===== src/mpslp_pkg.sv =====
// Shared types and constants for the motor power slew limiter with PWM output.
// Used by every module of the block; depends on nothing.
package mpslp_pkg;

    // Full-scale power and duty scaling divisor.
    localparam logic [12:0] FULL_SCALE = 13'd3200;

    // Reset values of the configuration registers.
    localparam logic [11:0] LIMIT_RESET  = 12'd3200;
    localparam logic [12:0] SLEW_RESET   = 13'd3200;
    localparam logic [15:0] PERIOD_RESET = 16'd3528;

    // Request kinds.
    localparam logic [1:0] KIND_SET = 2'd0;
    localparam logic [1:0] KIND_OFF = 2'd1;
    localparam logic [1:0] KIND_ON  = 2'd2;

    // Configuration register indexes.
    localparam logic [2:0] REG_GLOBAL_LIMIT = 3'd0;
    localparam logic [2:0] REG_LEFT_LIMIT   = 3'd1;
    localparam logic [2:0] REG_RIGHT_LIMIT  = 3'd2;
    localparam logic [2:0] REG_SLEW_STEP    = 3'd3;
    localparam logic [2:0] REG_PWM_PERIOD   = 3'd4;

    // Division by 3200 = shift by 7, then divide by 25 through a reciprocal.
    localparam int          DIV_SHIFT   = 7;
    localparam logic [19:0] DIV25_MUL   = 20'd671088;  // floor(2^24 / 25)
    localparam int          DIV25_SHIFT = 24;
    localparam logic [20:0] DIV25       = 21'd25;

    typedef struct packed {
        logic [11:0] global_limit;
        logic [11:0] left_limit;
        logic [11:0] right_limit;
        logic [12:0] slew_step;
        logic [15:0] pwm_period;
    } cfg_t;

    // Per-request fields carried alongside the duty computation.
    typedef struct packed {
        logic               channel;
        logic signed [12:0] applied_power;
        logic               direction;
        logic               driver_enable;
    } meta_t;

    // Output of the power stage into the duty pipeline.
    typedef struct packed {
        meta_t       meta;
        logic [15:0] span;
        logic [11:0] level;
    } power_stage_t;

endpackage


===== src/motor_power_slew_limiter_pwm.sv =====
// Top level of the two-channel motor power slew limiter with direction-pin PWM.
// Depends on mpslp_pkg, mpslp_cfg, mpslp_power and mpslp_duty.
//
// Usage:
//   Requests enter on the s_axis channel: tuser carries the kind (set power,
//   turn off, turn on) and the channel, tdata the signed requested power.
//   Every request yields exactly one result on m_axis: the channel, its stored
//   power, the direction pin level, the PWM compare value and the bridge enable.
//   Limits, slew step and PWM period are written through the cfg_* port while
//   no request is in flight.
// Pipeline: a request accepted on s_axis passes through the input register,
//   clamp stage, multiply stage, reciprocal stage and output register, in
//   that order, before it appears on m_axis.
// Throughput: one request per cycle while m_axis_tready is high. The stored
//   powers are written by the clamp stage, so the next request sees them at once.
// Reset: both stored powers clear, the bridge is disabled, limits and slew step
//   return to 3200, the period to 3528, and the pipeline empties.
// Stall: when m_axis_tready is low the pipeline stages fill one by one;
//   s_axis_tready drops only once every stage holds a request.
module motor_power_slew_limiter_pwm
    import mpslp_pkg::*;
(
    input  logic        clk,
    input  logic        rst_n,

    input  logic        s_axis_tvalid,
    output logic        s_axis_tready,
    input  logic [15:0] s_axis_tdata,   // [15:0] power_request
    input  logic [2:0]  s_axis_tuser,   // [1:0] kind, [2] channel

    output logic        m_axis_tvalid,
    input  logic        m_axis_tready,
    output logic [31:0] m_axis_tdata,   // [12:0] applied_power, [13] direction,
                                        // [29:14] duty, [30] driver_enable, [31] zero
    output logic        m_axis_tuser,   // [0] out_channel

    input  logic        cfg_we,
    input  logic [2:0]  cfg_index,
    input  logic [15:0] cfg_data
);

    cfg_t         cfg;
    logic         init_pulse;
    logic         s1_valid;
    logic         s1_ready;
    power_stage_t s1_data;
    meta_t        res_meta;
    logic [15:0]  res_duty;

    // Configuration registers; a turn-on request while inactive restores global limit and slew.
    mpslp_cfg u_cfg (
        .clk        (clk),
        .rst_n      (rst_n),
        .cfg_we     (cfg_we),
        .cfg_index  (cfg_index),
        .cfg_data   (cfg_data),
        .init_pulse (init_pulse),
        .cfg        (cfg)
    );

    // Hold the request, clamp it, advance the stored powers.
    mpslp_power u_power (
        .clk           (clk),
        .rst_n         (rst_n),
        .in_valid      (s_axis_tvalid),
        .in_ready      (s_axis_tready),
        .kind          (s_axis_tuser[1:0]),
        .channel       (s_axis_tuser[2]),
        .power_request (s_axis_tdata),
        .cfg           (cfg),
        .init_pulse    (init_pulse),
        .s1_valid      (s1_valid),
        .s1_ready_dn   (s1_ready),
        .s1_data       (s1_data)
    );

    // Scale the level to a compare value and register the result.
    mpslp_duty u_duty (
        .clk          (clk),
        .rst_n        (rst_n),
        .in_valid     (s1_valid),
        .in_ready     (s1_ready),
        .in_data      (s1_data),
        .out_valid    (m_axis_tvalid),
        .out_ready_dn (m_axis_tready),
        .out_meta     (res_meta),
        .out_duty     (res_duty)
    );

    assign m_axis_tdata = {1'b0, res_meta.driver_enable, res_duty,
                           res_meta.direction, res_meta.applied_power};
    assign m_axis_tuser = res_meta.channel;

endmodule


===== src/mpslp_cfg.sv =====
// Configuration registers of the motor power slew limiter.
// Depends on mpslp_pkg; the power stage may restore defaults on a turn-on request.
module mpslp_cfg
    import mpslp_pkg::*;
(
    input  logic        clk,
    input  logic        rst_n,
    input  logic        cfg_we,
    input  logic [2:0]  cfg_index,
    input  logic [15:0] cfg_data,
    input  logic        init_pulse,
    output cfg_t        cfg
);

    cfg_t cfg_reg;
    cfg_t cfg_next;

    always_comb
    begin
        cfg_next = cfg_reg;
        if (cfg_we)
        begin
            unique case (cfg_index)
                REG_GLOBAL_LIMIT:
                begin
                    // Clamp the global limit to full scale.
                    if ({1'b0, cfg_data[11:0]} > FULL_SCALE)
                        cfg_next.global_limit = LIMIT_RESET;
                    else
                        cfg_next.global_limit = cfg_data[11:0];
                end
                REG_LEFT_LIMIT:  cfg_next.left_limit  = cfg_data[11:0];
                REG_RIGHT_LIMIT: cfg_next.right_limit = cfg_data[11:0];
                REG_SLEW_STEP:   cfg_next.slew_step   = cfg_data[12:0];
                REG_PWM_PERIOD:  cfg_next.pwm_period  = cfg_data[15:0];
                default:         cfg_next = cfg_reg;
            endcase
        end
        if (init_pulse)
        begin
            cfg_next.global_limit = LIMIT_RESET;
            cfg_next.slew_step    = SLEW_RESET;
        end
    end

    always_ff @(posedge clk or negedge rst_n)
    begin
        if (!rst_n)
        begin
            cfg_reg.global_limit <= LIMIT_RESET;
            cfg_reg.left_limit   <= LIMIT_RESET;
            cfg_reg.right_limit  <= LIMIT_RESET;
            cfg_reg.slew_step    <= SLEW_RESET;
            cfg_reg.pwm_period   <= PERIOD_RESET;
        end
        else
        begin
            cfg_reg <= cfg_next;
        end
    end

    assign cfg = cfg_reg;

endmodule


===== src/mpslp_power.sv =====
// Input register, limit and slew clamps, and the stored channel powers.
// Depends on mpslp_pkg; feeds the duty pipeline and signals turn-on to the config registers.
module mpslp_power
    import mpslp_pkg::*;
(
    input  logic         clk,
    input  logic         rst_n,
    input  logic         in_valid,
    output logic         in_ready,
    input  logic [1:0]   kind,
    input  logic         channel,
    input  logic [15:0]  power_request,
    input  cfg_t         cfg,
    output logic         init_pulse,
    output logic         s1_valid,
    input  logic         s1_ready_dn,
    output power_stage_t s1_data
);

    logic               inq_valid_reg;
    logic [1:0]         inq_kind_reg;
    logic               inq_channel_reg;
    logic [15:0]        inq_request_reg;

    logic signed [12:0] left_power_reg,  left_power_next;
    logic signed [12:0] right_power_reg, right_power_next;
    logic               active_reg,      active_next;

    logic               s1_valid_reg;
    power_stage_t       s1_data_reg, s1_data_next;

    logic               s1_ready;
    logic               advance;

    logic signed [16:0] req_s, lo_s, hi_s, p1_s;
    logic signed [16:0] store_s, step_s, lo2_s, hi2_s, p2_s;
    logic signed [16:0] drive_s, adj_s;
    logic [11:0]        chan_limit, hi_u;
    logic signed [12:0] store;
    logic               is_set;

    assign s1_ready = !s1_valid_reg || s1_ready_dn;
    assign in_ready = !inq_valid_reg || s1_ready;
    assign advance  = inq_valid_reg && s1_ready;

    // Limit and slew clamps for a set-power request.
    always_comb
    begin
        req_s      = {inq_request_reg[15], inq_request_reg};
        chan_limit = inq_channel_reg ? cfg.right_limit : cfg.left_limit;
        hi_u       = (chan_limit < cfg.global_limit) ? chan_limit : cfg.global_limit;
        hi_s       = signed'({5'b0, hi_u});
        lo_s       = -signed'({5'b0, cfg.global_limit});

        if (req_s < lo_s)
            p1_s = lo_s;
        else if (req_s > hi_s)
            p1_s = hi_s;
        else
            p1_s = req_s;

        store   = inq_channel_reg ? right_power_reg : left_power_reg;
        store_s = {{4{store[12]}}, store};
        step_s  = signed'({4'b0, cfg.slew_step});
        lo2_s   = store_s - step_s;
        hi2_s   = store_s + step_s;

        if (p1_s < lo2_s)
            p2_s = lo2_s;
        else if (p1_s > hi2_s)
            p2_s = hi2_s;
        else
            p2_s = p1_s;

        // Right motor is mounted mirrored: invert its sign.
        drive_s = inq_channel_reg ? -p2_s : p2_s;
        adj_s   = drive_s[16] ? drive_s + signed'({4'b0, FULL_SCALE}) : drive_s;
    end

    // Next stored state per request kind.
    always_comb
    begin
        left_power_next  = left_power_reg;
        right_power_next = right_power_reg;
        active_next      = active_reg;
        is_set           = 1'b0;
        init_pulse       = 1'b0;
        unique case (inq_kind_reg)
            KIND_SET:
            begin
                is_set = 1'b1;
                if (inq_channel_reg)
                    right_power_next = p2_s[12:0];
                else
                    left_power_next = p2_s[12:0];
            end
            KIND_OFF:
            begin
                active_next      = 1'b0;
                left_power_next  = '0;
                right_power_next = '0;
            end
            KIND_ON:
            begin
                if (!active_reg)
                begin
                    active_next      = 1'b1;
                    left_power_next  = '0;
                    right_power_next = '0;
                    init_pulse       = advance;
                end
            end
            default:
            begin
                active_next = active_reg;
            end
        endcase
    end

    always_comb
    begin
        s1_data_next.meta.channel       = inq_channel_reg;
        s1_data_next.meta.applied_power = inq_channel_reg ? right_power_next
                                                          : left_power_next;
        s1_data_next.meta.direction     = is_set && drive_s[16];
        s1_data_next.meta.driver_enable = active_next;
        s1_data_next.span  = (cfg.pwm_period == 16'd0) ? 16'd0 : cfg.pwm_period - 16'd1;
        s1_data_next.level = is_set ? adj_s[11:0] : 12'd0;
    end

    always_ff @(posedge clk or negedge rst_n)
    begin
        if (!rst_n)
        begin
            inq_valid_reg   <= 1'b0;
            s1_valid_reg    <= 1'b0;
            left_power_reg  <= '0;
            right_power_reg <= '0;
            active_reg      <= 1'b0;
        end
        else
        begin
            if (in_ready)
                inq_valid_reg <= in_valid;
            if (s1_ready)
                s1_valid_reg <= inq_valid_reg;
            if (advance)
            begin
                left_power_reg  <= left_power_next;
                right_power_reg <= right_power_next;
                active_reg      <= active_next;
            end
        end
    end

    always_ff @(posedge clk)
    begin
        if (in_ready && in_valid)
        begin
            inq_kind_reg    <= kind;
            inq_channel_reg <= channel;
            inq_request_reg <= power_request;
        end
        if (advance)
            s1_data_reg <= s1_data_next;
    end

    assign s1_valid = s1_valid_reg;
    assign s1_data  = s1_data_reg;

endmodule


===== src/mpslp_duty.sv =====
// Duty scaling pipeline: span times level, then division by full scale.
// Depends on mpslp_pkg; ends in the output register of the block.
module mpslp_duty
    import mpslp_pkg::*;
(
    input  logic         clk,
    input  logic         rst_n,
    input  logic         in_valid,
    output logic         in_ready,
    input  power_stage_t in_data,
    output logic         out_valid,
    input  logic         out_ready_dn,
    output meta_t        out_meta,
    output logic [15:0]  out_duty
);

    logic        s2_valid_reg;
    meta_t       s2_meta_reg;
    logic [27:0] s2_prod_reg;

    logic        s3_valid_reg;
    meta_t       s3_meta_reg;
    logic [20:0] s3_x_reg;
    logic [15:0] s3_q_reg;

    logic        out_valid_reg;
    meta_t       out_meta_reg;
    logic [15:0] out_duty_reg;

    logic        s2_ready, s3_ready, out_ready;

    logic [27:0] prod_next;
    logic [20:0] x_next;
    logic [40:0] recip_prod;
    logic [15:0] q_next;
    logic [20:0] rem;
    logic [15:0] duty_next;

    assign out_ready = !out_valid_reg || out_ready_dn;
    assign s3_ready  = !s3_valid_reg || out_ready;
    assign s2_ready  = !s2_valid_reg || s3_ready;
    assign in_ready  = s2_ready;

    always_comb
    begin
        prod_next  = {12'b0, in_data.span} * {16'b0, in_data.level};
        x_next     = s2_prod_reg[27:DIV_SHIFT];
        recip_prod = {20'b0, x_next} * {21'b0, DIV25_MUL};
        q_next     = recip_prod[DIV25_SHIFT +: 16];
        // Estimate is low by at most one: fix with a single compare.
        rem        = s3_x_reg - 21'({5'b0, s3_q_reg} * DIV25);
        duty_next  = (rem >= DIV25) ? s3_q_reg + 16'd1 : s3_q_reg;
    end

    always_ff @(posedge clk or negedge rst_n)
    begin
        if (!rst_n)
        begin
            s2_valid_reg  <= 1'b0;
            s3_valid_reg  <= 1'b0;
            out_valid_reg <= 1'b0;
        end
        else
        begin
            if (s2_ready)
                s2_valid_reg <= in_valid;
            if (s3_ready)
                s3_valid_reg <= s2_valid_reg;
            if (out_ready)
                out_valid_reg <= s3_valid_reg;
        end
    end

    always_ff @(posedge clk)
    begin
        if (s2_ready && in_valid)
        begin
            s2_meta_reg <= in_data.meta;
            s2_prod_reg <= prod_next;
        end
        if (s3_ready && s2_valid_reg)
        begin
            s3_meta_reg <= s2_meta_reg;
            s3_x_reg    <= x_next;
            s3_q_reg    <= q_next;
        end
        if (out_ready && s3_valid_reg)
        begin
            out_meta_reg <= s3_meta_reg;
            out_duty_reg <= duty_next;
        end
    end

    assign out_valid = out_valid_reg;
    assign out_meta  = out_meta_reg;
    assign out_duty  = out_duty_reg;

endmodule

===== config.mk =====
export PLATFORM = sky130hd
export DESIGN_NAME = motor_power_slew_limiter_pwm
export DESIGN_NICKNAME = d
export VERILOG_FILES = /design/src/mpslp_pkg.sv /design/src/motor_power_slew_limiter_pwm.sv /design/src/mpslp_cfg.sv /design/src/mpslp_power.sv /design/src/mpslp_duty.sv
export SDC_FILE = /design/constraint.sdc
export NUM_CORES = 2
export LEC_CHECK = 0
export ABC_AREA = 1
export ABC_CLOCK_PERIOD_IN_PS = 22500
export BUFFER_PORTS_ARGS = -buffer_cell sky130_fd_sc_hd__buf_2
export CORE_ASPECT_RATIO = 1.4
export CORE_MARGIN = 2
export CORE_UTILIZATION = 30
export DETAILED_ROUTE_END_ITERATION = 6
export PLACE_DENSITY_LB_ADDON = 0.2
export SETUP_SLACK_MARGIN = 0.15
export SLEW_MARGIN = 5
export SYNTH_ARGS = -nofsm -noshare
export SYNTH_HDL_FRONTEND = slang
export SYNTH_SLANG_ARGS = --single-unit

===== constraint.sdc =====
create_clock -name clk -period 22.5 [get_ports clk]
set_clock_uncertainty 0.1 [all_clocks]
set_input_delay 2.25 -clock clk [delete_from_list [all_inputs] [get_ports clk]]
set_output_delay 2.25 -clock clk [all_outputs]
set_load 0.01 [all_outputs]

# Word level (Yosys, flattened, before mapping)

Index checks and enable logic that the tools add are counted.

$add $sub $neg: 8
Multipliers: 3
Order comparisons: 7
Equality and inequality tests: 6
Multiplexer cells: 30
Reductions and logical operators: 27

Operators with widths:

| kind                     | count |
|---|---|
| $mux W13                 | 8 |
| $mux W12                 | 8 |
| $mux W17                 | 5 |
| $pmux W13 S3             | 2 |
| $mux W65                 | 1 |
| $mul A21 B16 Y36 const B | 1 |
| $mux W16                 | 2 |
| $mul A16 B12 Y28         | 1 |
| $ge A21 B5 Y1 const B    | 1 |
| $mul A16 B5 Y21 const B  | 1 |
| $sub A21 B21 Y21         | 1 |
| $gt A17 B17 Y1           | 1 |
| $lt A16 B17 Y1           | 1 |
| $lt A17 B17 Y1           | 1 |
| $neg A12 Y17             | 1 |
| $neg A17 Y17             | 1 |
| $add A16 B1 Y16 const B  | 1 |
| $gt A16 B13 Y1           | 1 |
| $logic_not A16 Y1        | 1 |
| $sub A16 B1 Y16 const B  | 1 |
| $add A13 B14 Y15         | 1 |
| $sub A13 B14 Y15         | 1 |
| $add A12 B11 Y12 const B | 1 |
| $gt A12 B12 Y1 const B   | 1 |
| 15 further kinds         | 37 |

Register bits after elaboration: 289
Word-level logic and storage cells: 119

# Logic depth before layout (Yosys ltp)

Depth after elaboration: 13
Depth in mapped cells: 58
Gate-level depth less buffers: 56

# Cells and area by module

From an unflattened synthesis, not the netlist that was laid out.

Cell total of the unflattened synthesis: 3983
Area, all modules: 32550.0 um^2

Modules (own cells, without submodules):

| module                       | times used | cells an instance | area each (um^2) | sequential area each (um^2) |
|---|---|---|---|---|
| mpslp_duty                   | 1          | 2451              | 20878.8          | 3738.6 |
| mpslp_power                  | 1          | 1239              | 8883.5           | 2617.5 |
| mpslp_cfg                    | 1          | 291               | 2776.4           | 1649.1 |
| motor_power_slew_limiter_pwm | 1          | 2                 | 11.3             | 0.0 |

# Worst setup path after synthesis

Ideal clock, no wire load.

Path kind: flip-flop to flip-flop
From: register u_power.inq_channel_reg
To: register u_power.s1_data_reg (netlist bit u_power.s1_data[11]), data pin
Arrival time: 6.878 ns
Data required time: 22.150 ns
Path slack: 15.272 ns
Cell stages (with the launch flop): 51
Period minus slack after synthesis: 7.228 ns
Cell sequence: edfxtp_1 > buf_2 > buf_2 > nand2_1 > nand2_1 > ha_1 > nand2_1 > nor4_4 > nand2_2 > nand2_4 > buf_2 > clkbuf_1 > inv_1 > o21ai_0 > inv_1 > ha_1 > nand2_1 > nor3_1 > (+15 left out) > xnor2_1 > nand2_1 > clkbuf_1 > nand3_1 > o21ai_0 > nand3_1 > nand2_1 > nor2_2 > nand3_1 > nand2_2 > nand3_1 > nand2_1 > inv_1 > ha_1 > nand3_1 > nand4_1 > nand2_1 > nor2_1

Cells in the longest elaborated chain, start to end: 13

Ends and longest elaborated chain:

| item                     | line               | RTL |
|---|---|---|
| start: declaration       | mpslp_power.sv:22  | `logic inq_channel_reg;` |
| start signal: assignment | mpslp_power.sv:161 | `inq_channel_reg <= channel;` |
| $mux W12                 | mpslp_power.sv:50  | `chan_limit = inq_channel_reg ? cfg.right_limit : cfg.left_limit;` |
| $lt A12 B12 Y1           | mpslp_power.sv:51  | `hi_u = (chan_limit < cfg.global_limit) ? chan_limit : cfg.global_limit;` |
| $mux W12                 | mpslp_power.sv:51  |  |
| $gt A16 B13 Y1           | mpslp_power.sv:57  | `else if (req_s > hi_s)` |
| $mux W17                 | mpslp_power.sv:57  |  |
| $mux W17                 | mpslp_power.sv:55  | `if (req_s < lo_s)` |
| $gt A17 B17 Y1           | mpslp_power.sv:70  | `else if (p1_s > hi2_s)` |
| $mux W17                 | mpslp_power.sv:70  |  |
| $mux W17                 | mpslp_power.sv:68  | `if (p1_s < lo2_s)` |
| $neg A17 Y17             | mpslp_power.sv:76  | `drive_s = inq_channel_reg ? -p2_s : p2_s;` |
| $mux W17 *               | mpslp_power.sv:76  |  |
| $add A12 B11 Y12         | mpslp_power.sv:77  | `adj_s = drive_s[16] ? drive_s + signed'({4'b0, FULL_SCALE}) : drive_s;` |
| $mux W12 *               | mpslp_power.sv:77  |  |
| end signal: assignment   | mpslp_power.sv:165 | `s1_data_reg <= s1_data_next;` |
| end: declaration         | mpslp_power.sv:30  | `power_stage_t s1_data_reg, s1_data_next;` |

Every way passes the cells marked *; elsewhere a longest branch is shown, timed or not.
A chain may end at the register's enable or synchronous reset.

# Worst setup path after layout

Same ends and word-level chain as after synthesis.

==> flow_metrics.tcl <==
set metrics [dict create \
    fin_crit_sh 0.4050 \
    holdWs_ps 308.5 \
    core_area_um2 99250 \
    ant_nets 0 \
    wl_mm 78.61 \
    first_iter_violations 887 \
    drc 0 \
    port_buffers 76 \
    die_area_um2 102200 \
    htree_levels 2 \
    rr_endpoint "u_power.s1_data[11]$_SDFFCE_PN0P_" \
    hp-class "flop to flop" \
    firstDrtPassIters 5 \
    syn_nets 4086 \
    critPathMaxStageDelay_ps 570 \
    grt_pass1_vias 23009 \
    synth_edf_count 185 \
    final_common_cell "inv_1" \
    antenna_cells 0 \
    cp.required_ps 22710 \
    drv_slew 0 \
    utilization 0.3307 \
    path_common_cell "nand2_1" \
    grtUsageTotal 0.1572 \
    rsz0062_at_grt "no" \
    final.setup.tns_ps 0 \
    ctsRootBufferMaster "clkbuf_16" \
    netlist_instances 3336 \
    core.rowCount 137 \
    critPathArrivalTime_ps 9330 \
    grt_max_degree 90 \
    synth_seq_cells 282 \
    insertion_delay_ps 560 \
    dp_hpwl_mm 64.83 \
    fp.dieH_um 377.4 \
    pin_count 78 \
    fmaxAchievable_mhz 109.7 \
    antenna_found_initial 0 \
    worstSetupEndpoint "u_power.s1_data[11]$_SDFFCE_PN0P_" \
    ctsResizeCount 0 \
    overflow 0 \
    syn_area_um2 29870 \
    start_util 0.3010 \
    vias_per_cell 4.564 \
    hold_buffers 0 \
    gp_congestion 0.8748 \
    worstSetupEndpointType "flop" \
    wl_per_cell_um 16.65 \
    layout_common_cells "689 x inv_1, 652 x nand2_1, 400 x ha_1" \
    dp_worst_setup_slack_ps 13360 \
    worst_slack_ps 13390 \
    r2r_slack_ps 13390 \
    nets 4127 \
    synthFlopType "edfxtp_1" \
    ys_seq_area_frac 0.2680 \
    clock_sinks 282 \
    fillers 10327 \
    largest_reg_flops 65 \
    tightest_slew_ps 1223 \
    cts_tree "done" \
    via_count 21553 \
    relSlewSlack 0.1761 \
    status "completed" \
    postCtsSetupRepairBufs 0 \
    setup_viol 0 \
    synthArstFlopShare 0.3440 \
    rr_worst_depth 49 \
    clk_transition_reported_paths_ps 60 \
    grt_first_pass_wirelength_mm 125.6 \
    clockBufferDepth 3 \
    worstSetupStartpointType "flop" \
    die_x_um 270.7 \
    cpMaxStageDelayCell "edfxtp_1" \
    maxCapViolCount 0 \
    synth_cell_types 63 \
    critical_path_class "flop to flop" \
    yosys_warnings 0 \
    drive_above_1_share 0.06408 \
    min_period_ps 9112 \
    syn_avg_cell_area_um2 8.955 \
    cts_made_buffers 34 \
    regToRegStartpoint "u_power.inq_channel_reg$_DFFE_PP_" \
    critPathMaxFanout 29 \
    hold_viol 0 \
    area_growth_pct 9.876 \
    crit_path_start "u_power.inq_channel_reg$_DFFE_PP_" \
]
==> how the worst min path moves through the flow <==
| stage | startpoint | endpoint | slack [ps] | depth (start not counted) |
|---|---|---|---|---|
| 2_1_floorplan | u_duty.s3_meta_reg[0]$_DFFE_PP_ | u_duty.out_meta[0]$_DFFE_PP_ | 300 | 0 |
| 3_3_place_gp | u_power.s1_data[33]$_DFFE_PP_ | u_duty.s2_meta_reg[5]$_DFFE_PP_ | 300 | 0 |
| 3_5_place_dp | u_power.s1_data[36]$_DFFE_PP_ | u_duty.s2_meta_reg[8]$_DFFE_PP_ | 300 | 0 |
| 4_1_cts | u_duty.s2_meta_reg[8]$_DFFE_PP_ | u_duty.s3_meta_reg[8]$_DFFE_PP_ | 290 | 0 |
| 5_1_grt | u_duty.s2_meta_reg[8]$_DFFE_PP_ | u_duty.s3_meta_reg[8]$_DFFE_PP_ | 300 | 0 |
| 6_report | u_duty.s2_meta_reg[8]$_DFFE_PP_ | u_duty.s3_meta_reg[8]$_DFFE_PP_ | 310 | 0 |
==> cell families after synthesis <==
| group | Yosys count | synth area share |
|---|---|---|
| and+or+nand+nor | 989 | 0.1382 |
| other | 1 | 0.0001255 |
| buffers and inverters | 784 | 0.09985 |
| adders and majority gates | 707 | 0.3733 |
| muxes | 9 | 0.003351 |
| AOI/OAI and AO/OA | 449 | 0.08348 |
| DFF | 282 | 0.2680 |
| xor gates and xnor gates | 115 | 0.03372 |
==> synthesized netlist by cell type (all sizes together) (3+ instances only) <==
master,count,area share
nand3,79,0.014
nor4,7,0.0020
xor2,87,0.026
o22ai,22,0.0046
a221oi,3,0.00088
dfstp,18,0.016
nor2,155,0.020
edfxtp,185,0.19
o31ai,3,0.00075
fa,307,0.21
nand3b,3,0.00075
nor3,29,0.0049
clkbuf,70,0.0088
nor3b,4,0.0010
mux2,8,0.0030
o221ai,4,0.0012
a22oi,5,0.0013
a21o,8,0.0020
a31oi,14,0.0029
nand4,26,0.0054
dfrtp,79,0.066
a32oi,6,0.0018
a211oi,8,0.0020
a21oi,149,0.025
or2,5,0.0010
o21bai,12,0.0030
xnor2,28,0.0082
ha,400,0.17
buf,17,0.0035
nand2,677,0.088
o21ai,198,0.033
inv,696,0.087
o211ai,4,0.0010
==> through the flow <==
stage,instance area (um^2),std cells
after floorplan,29870,3336
after global placement,31680,4661
after global routing,32820,4722
after detailed placement,31680,4661
after CTS,32820,4722
final,32820,4722
==> critical path: cells and delay by family, from the launching register on <==
| kind | cells | cell delay [ps] |
|---|---|---|
| flip-flops | 1 | 570 |
| AO/OA/AOI/OAI | 12 | 1980 |
| adder cells (fa/ha/maj) | 4 | 950 |
| AND/OR/NAND/NOR | 28 | 3590 |
| buffers and inverters | 4 | 1380 |
| XOR/XNOR | 1 | 300 |
==> routing by layer <==
layer	wire (um)	share of wire	up-vias	global-route usage
li1	-	-	10690	-
met1	31030	0.39	10462	0.1717
met2	42820	0.54	281	0.3090
met3	1721	0.022	120	0.01475
met4	3043	0.039	0	0.06015
met5	0	0	-	0
==> layout make-up <==
cell class,count,area (um^2),share of cell area
multi-input combinational,2270,18900,0.5759
inverter,697,2616,0.07971
clock buffer,52,1001,0.03050
clock inverter,9,143.9,0.004384
tap,1320,1652,0.05032
sequential,282,8005,0.2439
timing repair buffer,92,503.0,0.01532
Power is left out: the tool's default activity adds up to more than one toggle a clock period on the data nets, which glitch-free logic cannot reach.
